==> src/design/ryuv_pkg.sv <==
// shared types, constants and arithmetic helpers of the rgb to yuv 4:2:0 converter
package ryuv_pkg;

  localparam int unsigned MaxWidth    = 4096;
  localparam int unsigned MaxHeight   = 4096;
  localparam int unsigned SizeW       = 13;
  localparam int unsigned ColW        = $clog2(MaxWidth);
  localparam int unsigned RowW        = $clog2(MaxHeight);
  localparam int unsigned LumaIdxW    = 24;
  localparam int unsigned ChromaIdxW  = 22;
  localparam int unsigned PixW        = 8;
  localparam int unsigned SumW        = 27;
  localparam int unsigned CfgIdxW     = 1;
  localparam int unsigned CfgDataW    = SizeW;

  localparam logic [CfgIdxW-1:0] RegImageWidth  = 1'b0;
  localparam logic [CfgIdxW-1:0] RegImageHeight = 1'b1;

  localparam logic [SizeW-1:0] ResetWidth  = 13'd640;
  localparam logic [SizeW-1:0] ResetHeight = 13'd480;
  localparam logic [SizeW-1:0] MaxWidthV   = SizeW'(MaxWidth);
  localparam logic [SizeW-1:0] MaxHeightV  = SizeW'(MaxHeight);

  // weights in units of 1e-5
  localparam logic signed [SumW-1:0] KyR = 27'sd29900;
  localparam logic signed [SumW-1:0] KyG = 27'sd58700;
  localparam logic signed [SumW-1:0] KyB = 27'sd11400;
  localparam logic signed [SumW-1:0] KuR = 27'sd14713;
  localparam logic signed [SumW-1:0] KuG = 27'sd28886;
  localparam logic signed [SumW-1:0] KuB = 27'sd43600;
  localparam logic signed [SumW-1:0] KvR = 27'sd61500;
  localparam logic signed [SumW-1:0] KvG = 27'sd51499;
  localparam logic signed [SumW-1:0] KvB = 27'sd10001;
  localparam logic signed [SumW-1:0] KBias = 27'sd12800000;

  // floor(s / 100000) by reciprocal, exact below the saturation point
  localparam int unsigned RecipW     = 25;
  localparam int unsigned RecipShift = 41;
  localparam logic [RecipW-1:0] FxRecip = 25'd21990233;
  localparam logic signed [SumW-1:0] FxSat = 27'sd25600000;

  typedef struct packed {
    logic [LumaIdxW-1:0]   luma_index;
    logic                  chroma_valid;
    logic [ChromaIdxW-1:0] chroma_index;
    logic                  frame_end;
  } pos_t;

  typedef struct packed {
    logic signed [SumW-1:0] sy;
    logic signed [SumW-1:0] su;
    logic signed [SumW-1:0] sv;
  } sums_t;

  function automatic logic [PixW-1:0] to_byte(input logic signed [SumW-1:0] s);
    logic [SumW+RecipW-2:0] prod;
    logic [PixW-1:0]        res;
    prod = '0;
    if (s < 0) begin
      res = '0;
    end else if (s >= FxSat) begin
      res = '1;
    end else begin
      prod = {{RecipW{1'b0}}, s[SumW-2:0]} * {{(SumW-1){1'b0}}, FxRecip};
      res  = prod[RecipShift+PixW-1:RecipShift];
    end
    return res;
  endfunction

endpackage

==> src/design/ryuv_position.sv <==
// frame size registers, raster counters and per-pixel plane indexes
module ryuv_position (
  input  logic                           clk_i,
  input  logic                           rst_ni,
  input  logic                           cfg_we_i,
  input  logic [ryuv_pkg::CfgIdxW-1:0]  cfg_idx_i,
  input  logic [ryuv_pkg::CfgDataW-1:0] cfg_wdata_i,
  input  logic                           advance_i,
  output ryuv_pkg::pos_t                 pos_o
);
  import ryuv_pkg::*;

  logic [SizeW-1:0]      width_q, width_d, height_q, height_d;
  logic [ColW-1:0]       col_q, col_d;
  logic [RowW-1:0]       row_q, row_d;
  logic [LumaIdxW-1:0]   luma_idx_q, luma_idx_d;
  logic [ChromaIdxW-1:0] chroma_idx_q, chroma_idx_d;
  logic [SizeW-1:0]      w_eff, h_eff, w_last, h_last;
  logic                  col_end, row_end, cv, restart;

  always_comb begin
    if (width_q == '0) begin
      w_eff = SizeW'(1);
    end else if (width_q > MaxWidthV) begin
      w_eff = MaxWidthV;
    end else begin
      w_eff = width_q;
    end
    if (height_q == '0) begin
      h_eff = SizeW'(1);
    end else if (height_q > MaxHeightV) begin
      h_eff = MaxHeightV;
    end else begin
      h_eff = height_q;
    end
  end

  assign w_last  = w_eff - SizeW'(1);
  assign h_last  = h_eff - SizeW'(1);
  assign col_end = ({{(SizeW-ColW){1'b0}}, col_q} == w_last);
  assign row_end = ({{(SizeW-RowW){1'b0}}, row_q} == h_last);
  assign cv      = !col_q[0] && !row_q[0] &&
                   ({{(SizeW-ColW+1){1'b0}}, col_q[ColW-1:1]} < {1'b0, w_eff[SizeW-1:1]}) &&
                   ({{(SizeW-RowW+1){1'b0}}, row_q[RowW-1:1]} < {1'b0, h_eff[SizeW-1:1]});

  always_comb begin
    width_d  = width_q;
    height_d = height_q;
    restart  = 1'b0;
    if (cfg_we_i) begin
      case (cfg_idx_i)
        RegImageWidth: begin
          width_d = cfg_wdata_i;
          restart = 1'b1;
        end
        RegImageHeight: begin
          height_d = cfg_wdata_i;
          restart = 1'b1;
        end
        default: restart = 1'b0;
      endcase
    end
  end

  always_comb begin
    col_d        = col_q;
    row_d        = row_q;
    luma_idx_d   = luma_idx_q;
    chroma_idx_d = chroma_idx_q;
    if (restart) begin
      col_d        = '0;
      row_d        = '0;
      luma_idx_d   = '0;
      chroma_idx_d = '0;
    end else if (advance_i) begin
      if (col_end && row_end) begin
        col_d        = '0;
        row_d        = '0;
        luma_idx_d   = '0;
        chroma_idx_d = '0;
      end else begin
        luma_idx_d = luma_idx_q + LumaIdxW'(1);
        if (cv) begin
          chroma_idx_d = chroma_idx_q + ChromaIdxW'(1);
        end
        if (col_end) begin
          col_d = '0;
          row_d = row_q + RowW'(1);
        end else begin
          col_d = col_q + ColW'(1);
        end
      end
    end
  end

  always_ff @(posedge clk_i or negedge rst_ni) begin
    if (!rst_ni) begin
      width_q      <= ResetWidth;
      height_q     <= ResetHeight;
      col_q        <= '0;
      row_q        <= '0;
      luma_idx_q   <= '0;
      chroma_idx_q <= '0;
    end else begin
      width_q      <= width_d;
      height_q     <= height_d;
      col_q        <= col_d;
      row_q        <= row_d;
      luma_idx_q   <= luma_idx_d;
      chroma_idx_q <= chroma_idx_d;
    end
  end

  assign pos_o.luma_index   = luma_idx_q;
  assign pos_o.chroma_valid = cv;
  assign pos_o.chroma_index = cv ? chroma_idx_q : '0;
  assign pos_o.frame_end    = col_end && row_end;

endmodule

==> src/design/ryuv_color.sv <==
// pixel datapath: input register, weighted sums register, clamped result register
module ryuv_color (
  input  logic                        clk_i,
  input  logic                        load0_i,
  input  logic                        load1_i,
  input  logic                        load2_i,
  input  logic [ryuv_pkg::PixW-1:0]   red_i,
  input  logic [ryuv_pkg::PixW-1:0]   green_i,
  input  logic [ryuv_pkg::PixW-1:0]   blue_i,
  input  ryuv_pkg::pos_t              pos_i,
  output logic [ryuv_pkg::PixW-1:0]   luma_o,
  output logic [ryuv_pkg::PixW-1:0]   chroma_u_o,
  output logic [ryuv_pkg::PixW-1:0]   chroma_v_o,
  output ryuv_pkg::pos_t              pos_o
);
  import ryuv_pkg::*;

  logic [PixW-1:0] red_q, green_q, blue_q;
  pos_t            pos0_q, pos1_q, pos2_q;
  sums_t           sums_d, sums_q;
  logic [PixW-1:0] luma_d, luma_q, u_d, u_q, v_d, v_q;
  logic signed [SumW-1:0] r_s, g_s, b_s;

  assign r_s = $signed({{(SumW-PixW){1'b0}}, red_q});
  assign g_s = $signed({{(SumW-PixW){1'b0}}, green_q});
  assign b_s = $signed({{(SumW-PixW){1'b0}}, blue_q});

  always_comb begin
    sums_d.sy = KyR * r_s + KyG * g_s + KyB * b_s;
    sums_d.su = KBias - KuR * r_s - KuG * g_s + KuB * b_s;
    sums_d.sv = KBias + KvR * r_s - KvG * g_s - KvB * b_s;
  end

  always_comb begin
    luma_d = to_byte(sums_q.sy);
    u_d    = pos1_q.chroma_valid ? to_byte(sums_q.su) : '0;
    v_d    = pos1_q.chroma_valid ? to_byte(sums_q.sv) : '0;
  end

  always_ff @(posedge clk_i) begin
    if (load0_i) begin
      red_q   <= red_i;
      green_q <= green_i;
      blue_q  <= blue_i;
      pos0_q  <= pos_i;
    end
    if (load1_i) begin
      sums_q <= sums_d;
      pos1_q <= pos0_q;
    end
    if (load2_i) begin
      luma_q <= luma_d;
      u_q    <= u_d;
      v_q    <= v_d;
      pos2_q <= pos1_q;
    end
  end

  assign luma_o     = luma_q;
  assign chroma_u_o = u_q;
  assign chroma_v_o = v_q;
  assign pos_o      = pos2_q;

endmodule

==> src/design/rgb_to_yuv420p_converter.sv <==
// top level of the rgb888 to yuv 4:2:0 planar converter
//
// input channel: one rgb888 pixel per request, frame in raster order, taken
// at a clock edge where in_valid_i is high and in_stall_o is low.
// output channel: one result per pixel in the same order: luma and its plane
// index, top-left chroma pick with its plane index when chroma_valid_o is 1
// (otherwise u, v and chroma index are 0), and frame_end_o on the last pixel.
// taken at an edge where out_valid_o is high and out_stall_i is low.
// from input request to output valid a pixel passes the input
// register, the weighted sums register and the clamped result register.
// throughput is one pixel per cycle while out_stall_i is low; each stage holds one pixel and the
// three stages absorb a stall, so in_stall_o rises only once all are full.
// a stalled result holds steady on the output until taken.
// reset clears the pipeline and raster counters and sets the frame to
// 640 x 480. a write to either size register restarts the frame at pixel 0;
// the user must make writes only while the pipeline is empty; the block does not enforce it.
module rgb_to_yuv420p_converter (
  input  logic                              clk_i,
  input  logic                              rst_ni,
  input  logic                              cfg_we_i,
  input  logic [ryuv_pkg::CfgIdxW-1:0]     cfg_idx_i,
  input  logic [ryuv_pkg::CfgDataW-1:0]    cfg_wdata_i,
  input  logic                              in_valid_i,
  output logic                              in_stall_o,
  input  logic [7:0]                        red_i,
  input  logic [7:0]                        green_i,
  input  logic [7:0]                        blue_i,
  output logic                              out_valid_o,
  input  logic                              out_stall_i,
  output logic [7:0]                        luma_o,
  output logic [ryuv_pkg::LumaIdxW-1:0]    luma_index_o,
  output logic                              chroma_valid_o,
  output logic [7:0]                        chroma_u_o,
  output logic [7:0]                        chroma_v_o,
  output logic [ryuv_pkg::ChromaIdxW-1:0]  chroma_index_o,
  output logic                              frame_end_o
);
  import ryuv_pkg::*;

  logic v0_q, v0_d, v1_q, v1_d, v2_q, v2_d;
  logic ready0, ready1, ready2;
  logic load0, load1, load2;
  pos_t pos_in, pos_out;

  assign ready2 = !v2_q || !out_stall_i;
  assign ready1 = !v1_q || ready2;
  assign ready0 = !v0_q || ready1;
  assign load0  = in_valid_i && ready0;
  assign load1  = v0_q && ready1;
  assign load2  = v1_q && ready2;

  assign v0_d = load0 || (v0_q && !ready1);
  assign v1_d = load1 || (v1_q && !ready2);
  assign v2_d = load2 || (v2_q && out_stall_i);

  always_ff @(posedge clk_i or negedge rst_ni) begin
    if (!rst_ni) begin
      v0_q <= 1'b0;
      v1_q <= 1'b0;
      v2_q <= 1'b0;
    end else begin
      v0_q <= v0_d;
      v1_q <= v1_d;
      v2_q <= v2_d;
    end
  end

  ryuv_position u_position (
    .clk_i       (clk_i),
    .rst_ni      (rst_ni),
    .cfg_we_i    (cfg_we_i),
    .cfg_idx_i   (cfg_idx_i),
    .cfg_wdata_i (cfg_wdata_i),
    .advance_i   (load0),
    .pos_o       (pos_in)
  );

  ryuv_color u_color (
    .clk_i      (clk_i),
    .load0_i    (load0),
    .load1_i    (load1),
    .load2_i    (load2),
    .red_i      (red_i),
    .green_i    (green_i),
    .blue_i     (blue_i),
    .pos_i      (pos_in),
    .luma_o     (luma_o),
    .chroma_u_o (chroma_u_o),
    .chroma_v_o (chroma_v_o),
    .pos_o      (pos_out)
  );

  assign in_stall_o     = !ready0;
  assign out_valid_o    = v2_q;
  assign luma_index_o   = pos_out.luma_index;
  assign chroma_valid_o = pos_out.chroma_valid;
  assign chroma_index_o = pos_out.chroma_index;
  assign frame_end_o    = pos_out.frame_end;

endmodule
==> config.mk <==
export PLATFORM = sky130hd
export DESIGN_NAME = rgb_to_yuv420p_converter
export DESIGN_NICKNAME = d
export VERILOG_FILES = /design/src/design/ryuv_pkg.sv /design/src/design/ryuv_position.sv /design/src/design/ryuv_color.sv /design/src/design/rgb_to_yuv420p_converter.sv
export SDC_FILE = /design/constraint.sdc
export NUM_CORES = 2
export LEC_CHECK = 0
export CORE_MARGIN = 5
export CORE_UTILIZATION = 55
export DETAILED_ROUTE_END_ITERATION = 10
export DONT_BUFFER_PORTS = 1
export PLACE_DENSITY = 0.77
export SKIP_CTS_REPAIR_TIMING = 1
export SKIP_LAST_GASP = 1
export SLEW_MARGIN = 10
export SYNTH_ARGS = -nofsm -noshare
export SYNTH_HDL_FRONTEND = slang
export SYNTH_SLANG_ARGS = --single-unit
==> constraint.sdc <==
create_clock -name clk_i -period 6.7 [get_ports clk_i]
set_clock_uncertainty 0.1 [all_clocks]
set_input_delay 0.67 -clock clk_i [delete_from_list [all_inputs] [get_ports clk_i]]
set_output_delay 0.67 -clock clk_i [all_outputs]
set_load 0.05 [all_outputs]
Word level (Yosys, flattened, before mapping)
Cells that the tools add are included.
{"block": "classes", "addsub": 14, "n_mul": 12, "n_div": 0, "order_cmp": 10, "n_eq_ne": 2, "n_shift": 0, "muxes": 23, "n_bitwise": 2, "n_reduce_logical": 36}
{"cell": "$mul 26x25->49 const B", "count": 3}
{"cell": "$mul 14x8->22 const A", "count": 5}
{"cell": "$mux 12", "count": 8}
{"cell": "$mux 22", "count": 4}
{"cell": "$add 27x27->27", "count": 3}
{"cell": "$ge 27x26->1 const B", "count": 3}
{"cell": "$lt 27x1->1 const B", "count": 3}
{"cell": "$sub 27x27->27", "count": 3}
{"cell": "$mux 24", "count": 3}
{"cell": "$mux 13", "count": 4}
{"cell": "$add 25x27->27 const A", "count": 1}
{"cell": "$sub 25x27->27 const A", "count": 1}
{"cell": "$eq 12x13->1", "count": 2}
{"cell": "$gt 13x13->1 const B", "count": 2}
{"cell": "$logic_not 13->1", "count": 2}
{"cell": "$sub 13x1->13 const B", "count": 2}
{"cell": "$add 12x1->12 const B", "count": 2}
{"cell": "$add 24x1->24 const B", "count": 1}
{"cell": "$lt 11x12->1", "count": 2}
{"cell": "$mul 16x8->24 const A", "count": 1}
{"cell": "$mux 8", "count": 3}
{"cell": "$add 22x1->22 const B", "count": 1}
{"cell": "$mul 13x8->21 const A", "count": 1}
{"cell": "$mul 12x8->20 const A", "count": 1}
{"cell": "10 further kinds", "count": 38}
{"block": "word_totals", "reg_bits": 372, "latchBits": 0, "ramBits": 0, "rom_bits": 0, "input_bits": 43, "n_memories": 0}

Logic depth before layout (Yosys ltp)
{"block": "depth", "ltp_word": 10, "mapped_depth": 29}

Cells and area by module
Synthesis repeated with hierarchy kept, for this count alone.
{"block": "unflattened", "hier_cells": 6640, "hier_area_um2": 67840.1}
{"module": "ryuv_color", "instances": 1, "cells_each": 5816, "area_per_inst_um2": 60753.3, "seq_area_each_um2": 8077.7}
{"module": "ryuv_position", "instances": 1, "cells_each": 812, "area_per_inst_um2": 6955.4, "seq_area_each_um2": 2409.8}
{"module": "rgb_to_yuv420p_converter", "instances": 1, "cells_each": 12, "area_per_inst_um2": 131.4, "seq_area_each_um2": 75.1}

Least setup slack after synthesis
OpenSTA, ideal clock, no wires.
{"block": "synth_path", "path_type": "register to register", "start": "register u_color.sums_q[34] (netlist bit)", "end": "register u_color.u_q[7], in the netlist u_color.chroma_u_o[7] (data pin)", "setup_ps": 259, "arrival_time_ps": 6380, "path_slack_ps": -39, "stages_incl_launch_ff": 25, "path_buffers": 0, "period_less_slack_ps": 6739, "path_cell_list": "edfxtp_1 -> ha_1 -> inv_1 -> fa_1 -> inv_1 -> fa_1 -> inv_1 -> fa_1 -> inv_1 -> fa_1 -> inv_1 -> fa_1 -> fa_1 -> inv_1 -> ha_1 -> nand3_1 -> o21ai_0 -> o221ai_1 -> nand4_1 -> a221oi_1 -> a31oi_1 -> a211oi_1 -> a21oi_1 -> o21a_1 -> o31a_1"}
{"block": "synth_via", "elab_chain_cells": 2, "elab_cells_between_ends": 5, "classes_between": "mul (1); order compare (2); mux (1); reduce/logical (1)"}
{"element": "start: declaration", "line": "ryuv_color.sv:20", "source": "sums_t sums_d, sums_q;"}
{"element": "start signal: assignment", "line": "ryuv_color.sv:48", "source": "sums_q <= sums_d;"}
{"element": "$mul 26x25->49 (tied with other cells)", "line": "ryuv_pkg.sv:64", "source": "prod = {{RecipW{1'b0}}, s[SumW-2:0]} * {{(SumW-1){1'b0}}, FxRecip};"}
{"element": "$mux 8 or $reduce_or 2->1 (tied branches)"}
{"element": "end signal: assignment", "line": "ryuv_color.sv:53", "source": "u_q <= u_d;"}
{"element": "end: declaration", "line": "ryuv_color.sv:21", "source": "logic [PixW-1:0] luma_d, luma_q, u_d, u_q, v_d, v_q;"}
Several ways; a longest one is shown, not always the timed one.
A chain may end at the register's enable or synchronous reset.

Final worst setup path
{"block": "layout_path", "start": "register u_color.sums_q[11] (netlist bit)", "end": "register u_color.v_q[7], in the netlist u_color.chroma_v_o[7] (data pin)"}
{"block": "layout_via", "elab_chain_cells": 2, "elab_cells_between_ends": 5, "classes_between": "mul (1); order compare (2); mux (1); reduce/logical (1)"}
{"element": "$mul 26x25->49 (tied with other cells)", "line": "ryuv_pkg.sv:64"}
{"element": "$mux 8 or $reduce_or 2->1 (tied branches)"}
{"element": "end signal: assignment", "line": "ryuv_color.sv:54", "source": "v_q <= v_d;"}
{"element": "end: declaration", "line": "ryuv_color.sv:21"}
Several ways; a longest one is shown, not always the timed one.

==> insert_results.sql <==
INSERT INTO impl_metrics (metric_group, metric, value, unit) VALUES
('status', 'run_status', 'complete, but fails checks', ''),
('status', 'violated_checks', 'setup timing', ''),
('synth', 'synth_nets', '8776', ''),
('detailed_routing', 'drtPass1Iterations', '5', ''),
('final_layout', 'final-instance-count-excl-fill', '8559', ''),
('synth', 'mappedNetlistArea', '0.0656', 'mm^2'),
('critical_path', 'cp_slowest_cell', 'sky130_fd_sc_hd__fa_1', ''),
('clocking', 'clk_path_buf_depth', '3', ''),
('synth', 'yosys-top-cells-area', 'sky130_fd_sc_hd__fa_1, sky130_fd_sc_hd__ha_1, sky130_fd_sc_hd__edfxtp_1, sky130_fd_sc_hd__inv_1, sky130_fd_sc_hd__dfrtp_1', ''),
('floorplan', 'initial_core_util', '55.5', '%'),
('critical_path', 'terminus_of_the_critical_flop_to_flop_path', 'u_color.chroma_v_o[7]$_SDFFCE_PP0P_', ''),
('timing', 'postLayoutSetupSlackWorst', '-0.174', 'ns'),
('clocking', 'worst_skew_pair.late_latency', '0.64', 'ns'),
('worst_hold_path', 'hold_class', 'input pin to flop', ''),
('timing', 'period_share', '103', '%'),
('final_layout', 'final_util', '64.5', '%'),
('clocking', 'h_tree_level_count', '2', ''),
('final_layout', 'layout-drive-gt1-share', '15.6', '%'),
('floorplan', 'core_area', '0.118', 'mm^2'),
('grt', 'grt_max_degree', '100', ''),
('flow_run', 'max_cap_violations', '0', ''),
('detailed_routing', 'ant_nets', '0', ''),
('synth', 'yosys_warnings', '0', ''),
('timing', 'timing.final.hold_violations', '0', ''),
('clocking', 'clock_sinks', '366', ''),
('place', 'dp_hpwl', '137000', 'um'),
('grt', 'antenna_found_initial', '20', ''),
('critical_path', 'critical_path_end_type', 'flop', ''),
('critical_path', 'path_class', 'flop to flop', ''),
('clocking', 'numCtsBuffers', '45', ''),
('clocking', 'cts_root_buf', 'sky130_fd_sc_hd__clkbuf_16', ''),
('detailed_routing', 'drt_initial_violations', '2413', ''),
('synth', 'synth_seq_cells', '366', ''),
('final_layout', 'synthToLayoutAreaGrowth', '16.2', '%'),
('timing', 'setup-violations-final', '13', ''),
('synth', 'seq_total_area_yosys', '16.0', '%'),
('critical_path', 'critical_path.startpoint_type', 'flop', ''),
('timing', 'max_slew.worst_pin.slew', '1.11', 'ns'),
('synth', 'synth.distinct_cells', '83', ''),
('synth', 'ys.flop_type', 'sky130_fd_sc_hd__edfxtp_1', ''),
('synth', 'synth-async-reset-ratio', '27.0', '%'),
('floorplan', 'io-pin-count', '117', ''),
('timing', 'fin_crit', '6.87', 'ns'),
('final_layout', 'number_of_nets_at_the_end_of_the_flow', '9393', ''),
('critical_path', 'critical_path.endpoint', 'u_color.chroma_v_o[7]$_SDFFCE_PP0P_', ''),
('grt', 'gr-usage-all-layers', '25.6', '%'),
('grt', 'first_global_vias', '49000', ''),
('floorplan', 'fp.dieH', '355', 'um'),
('detailed_routing', 'wirelength', '166000', 'um'),
('synth', 'synthesis.area_per_instance', '10.3', 'um^2'),
('critical_path', 'critical_path.cell_chain', 'buf_4, ha_4, inv_1, fa_1, inv_1, fa_1, fa_1, fa_2, fa_2, ha_1, ha_1, a21oi_1, o21ai_0, a21o_1, a211o_1, a211oi_2, o31ai_4, buf_6, a211o_1, o31a_1, xnor2_1, a21oi_1', ''),
('synth', 'yosys.area.top_type_share', '29.4', '%'),
('synth', 'synth_edf_count', '267', ''),
('critical_path', 'required_time_worst_endpoint', '6.94', 'ns'),
('critical_path', 'r2r_setup_slack', '-0.17', 'ns'),
('critical_path', 'critical_path.reg2reg.startpoint', 'u_color.sums_q[11]$_DFFE_PP_', ''),
('critical_path', 'timing.critical_path.arrival', '7.12', 'ns'),
('critical_path', 'worstSetupStartpoint', 'u_color.sums_q[11]$_DFFE_PP_', ''),
('critical_path', 'worstPathBufferInverterCount', '4', ''),
('detailed_routing', 'drc_errors', '0', ''),
('final_layout', 'layout.filler_cells', '8937', ''),
('synth', 'post_synth_inst_count', '6362', ''),
('floorplan', 'die_area', '0.126', 'mm^2'),
('timing', 'timing.fmax', '145', 'MHz'),
('grt', 'wire_length_of_the_first_global_routing_pass', '257000', 'um'),
('clocking', 'cts.clk_slew.worst_paths', '0.06', 'ns'),
('timing', 'final-max-slew-violation-count', '0', ''),
('place', 'place.gp.congestion', '0.977', ''),
('floorplan', 'dieWidth', '355', 'um'),
('place', 'placedCellCount', '8357', ''),
('floorplan', 'floorplan.rows', '126', '');
==> flip-flops by register name, summed over array words and instances (netlist names), 12 cells and up <==
signal                   flops
u_color.pos0_q              48
u_position.col_q            12
u_color.pos_o               48
u_position.chroma_idx_q     22
u_position.width_q          13
u_position.height_q         13
u_position.row_q            12
u_position.luma_idx_q       24
u_color.sums_q              75
u_color.pos1_q              48
==> cells by family after synthesis <==
group,after synthesis,synth area share [%]
buffers and inverters,1809,10.4
DFF,366,16.0
and+or+nand+nor,835,6.44
xor gates and xnor gates,274,3.66
muxes,34,0.563
AOI/OAI and AO/OA,673,6.68
adders and majority gates,2371,56.3
==> metal layers <==
layer  global-route usage (%)  share of wire, %
met2                     44.3                49
met1                     33.5                42
met4                     7.56               3.9
met5                        0             0.020
met3                     3.94               5.3
==> cells in the final DEF, fill, tap and decap left out, types with 29 or more instances in the layout <==
cell                        count
sky130_fd_sc_hd__a21o_1        84
sky130_fd_sc_hd__a21oi_1      154
sky130_fd_sc_hd__a21oi_2       42
sky130_fd_sc_hd__and2_1        40
sky130_fd_sc_hd__and3_1        33
sky130_fd_sc_hd__buf_4        538
sky130_fd_sc_hd__buf_6         58
sky130_fd_sc_hd__clkbuf_16     45
sky130_fd_sc_hd__dfrtp_1       93
sky130_fd_sc_hd__edfxtp_1     267
sky130_fd_sc_hd__fa_1         936
sky130_fd_sc_hd__fa_2          29
sky130_fd_sc_hd__ha_1        1295
sky130_fd_sc_hd__ha_4          97
sky130_fd_sc_hd__inv_1       1723
sky130_fd_sc_hd__inv_2         39
sky130_fd_sc_hd__nand2_1      159
sky130_fd_sc_hd__nand2b_1      42
sky130_fd_sc_hd__nand3_1       80
sky130_fd_sc_hd__nand4_1       47
sky130_fd_sc_hd__nor2_1       206
sky130_fd_sc_hd__nor3_1        66
sky130_fd_sc_hd__o21a_1        50
sky130_fd_sc_hd__o21ai_0       94
sky130_fd_sc_hd__xnor2_1      145
sky130_fd_sc_hd__xor2_1       109
==> worst min-delay path by stage <==
stage	start	cells after the start	slack, ns	end
after CTS	rst_ni	0	-0.40	u_position.chroma_idx_q[18]$_DFFE_PN0P_
after global routing	cfg_we_i	1	0.00009	u_position.luma_idx_q[1]$_DFFE_PN0P_
after global placement	rst_ni	0	0.28	u_position.chroma_idx_q[18]$_DFFE_PN0P_
final	cfg_we_i	1	0.00003	u_position.chroma_idx_q[8]$_DFFE_PN0P_
after floorplan	rst_ni	0	0.27	out_valid_o$_DFF_PN0_
after detailed placement	rst_ni	0	0.28	u_position.chroma_idx_q[18]$_DFFE_PN0P_
==> metrics by stage <==
stage	setup slack [ns]	instance area, um^2	hold slack, ns	TNS (ns)
final	-0.174	76200	0.0000305	-1.06
after global routing	-0.408	76200	0.0000933	-6.43
after CTS	-0.525	72800	-0.403	-6.89
after detailed placement	-0.505	71200	0.279	-5.64
after global placement	-0.375	71200	0.279	-3.41
after floorplan	0.0122	65600	0.274	0
==> layout make-up <==
class | instances | area, um^2 | area share, %
Antenna cell | 8 | 20.0 | 0.0263
Clock buffer | 53 | 1160 | 1.52
Clock inverter | 30 | 429 | 0.563
Inverter | 1769 | 6670 | 8.74
Multi-Input combinational cell | 4187 | 50600 | 66.3
Sequential cell | 366 | 10500 | 13.8
Tap cell | 1536 | 1920 | 2.52
Timing Repair Buffer | 610 | 4960 | 6.51
==> cell usage after synthesis, types with 18 or more instances <==
master / instances
sky130_fd_sc_hd__o21ai_0: 122
sky130_fd_sc_hd__nand2b_1: 42
sky130_fd_sc_hd__o21bai_1: 25
sky130_fd_sc_hd__xor2_1: 113
sky130_fd_sc_hd__o211ai_1: 18
sky130_fd_sc_hd__a31oi_1: 21
sky130_fd_sc_hd__nor2b_1: 27
sky130_fd_sc_hd__edfxtp_1: 267
sky130_fd_sc_hd__a21oi_1: 197
sky130_fd_sc_hd__xnor2_1: 161
sky130_fd_sc_hd__nand4_1: 47
sky130_fd_sc_hd__mux2_2: 23
sky130_fd_sc_hd__a21o_1: 85
sky130_fd_sc_hd__and2_1: 43
sky130_fd_sc_hd__ha_1: 1406
sky130_fd_sc_hd__and3_1: 34
sky130_fd_sc_hd__nor2_1: 214
sky130_fd_sc_hd__fa_1: 965
sky130_fd_sc_hd__clkbuf_1: 26
sky130_fd_sc_hd__or2_2: 23
sky130_fd_sc_hd__nand2_1: 163
sky130_fd_sc_hd__inv_1: 1769
sky130_fd_sc_hd__or3_1: 23
sky130_fd_sc_hd__o21a_1: 50
sky130_fd_sc_hd__dfrtp_1: 93
sky130_fd_sc_hd__nor3_1: 70
sky130_fd_sc_hd__a211oi_1: 24
sky130_fd_sc_hd__nand3_1: 86
Power is left out: the tool's default activity adds up to more than one toggle a clock period on the data nets, which glitch-free logic cannot reach.
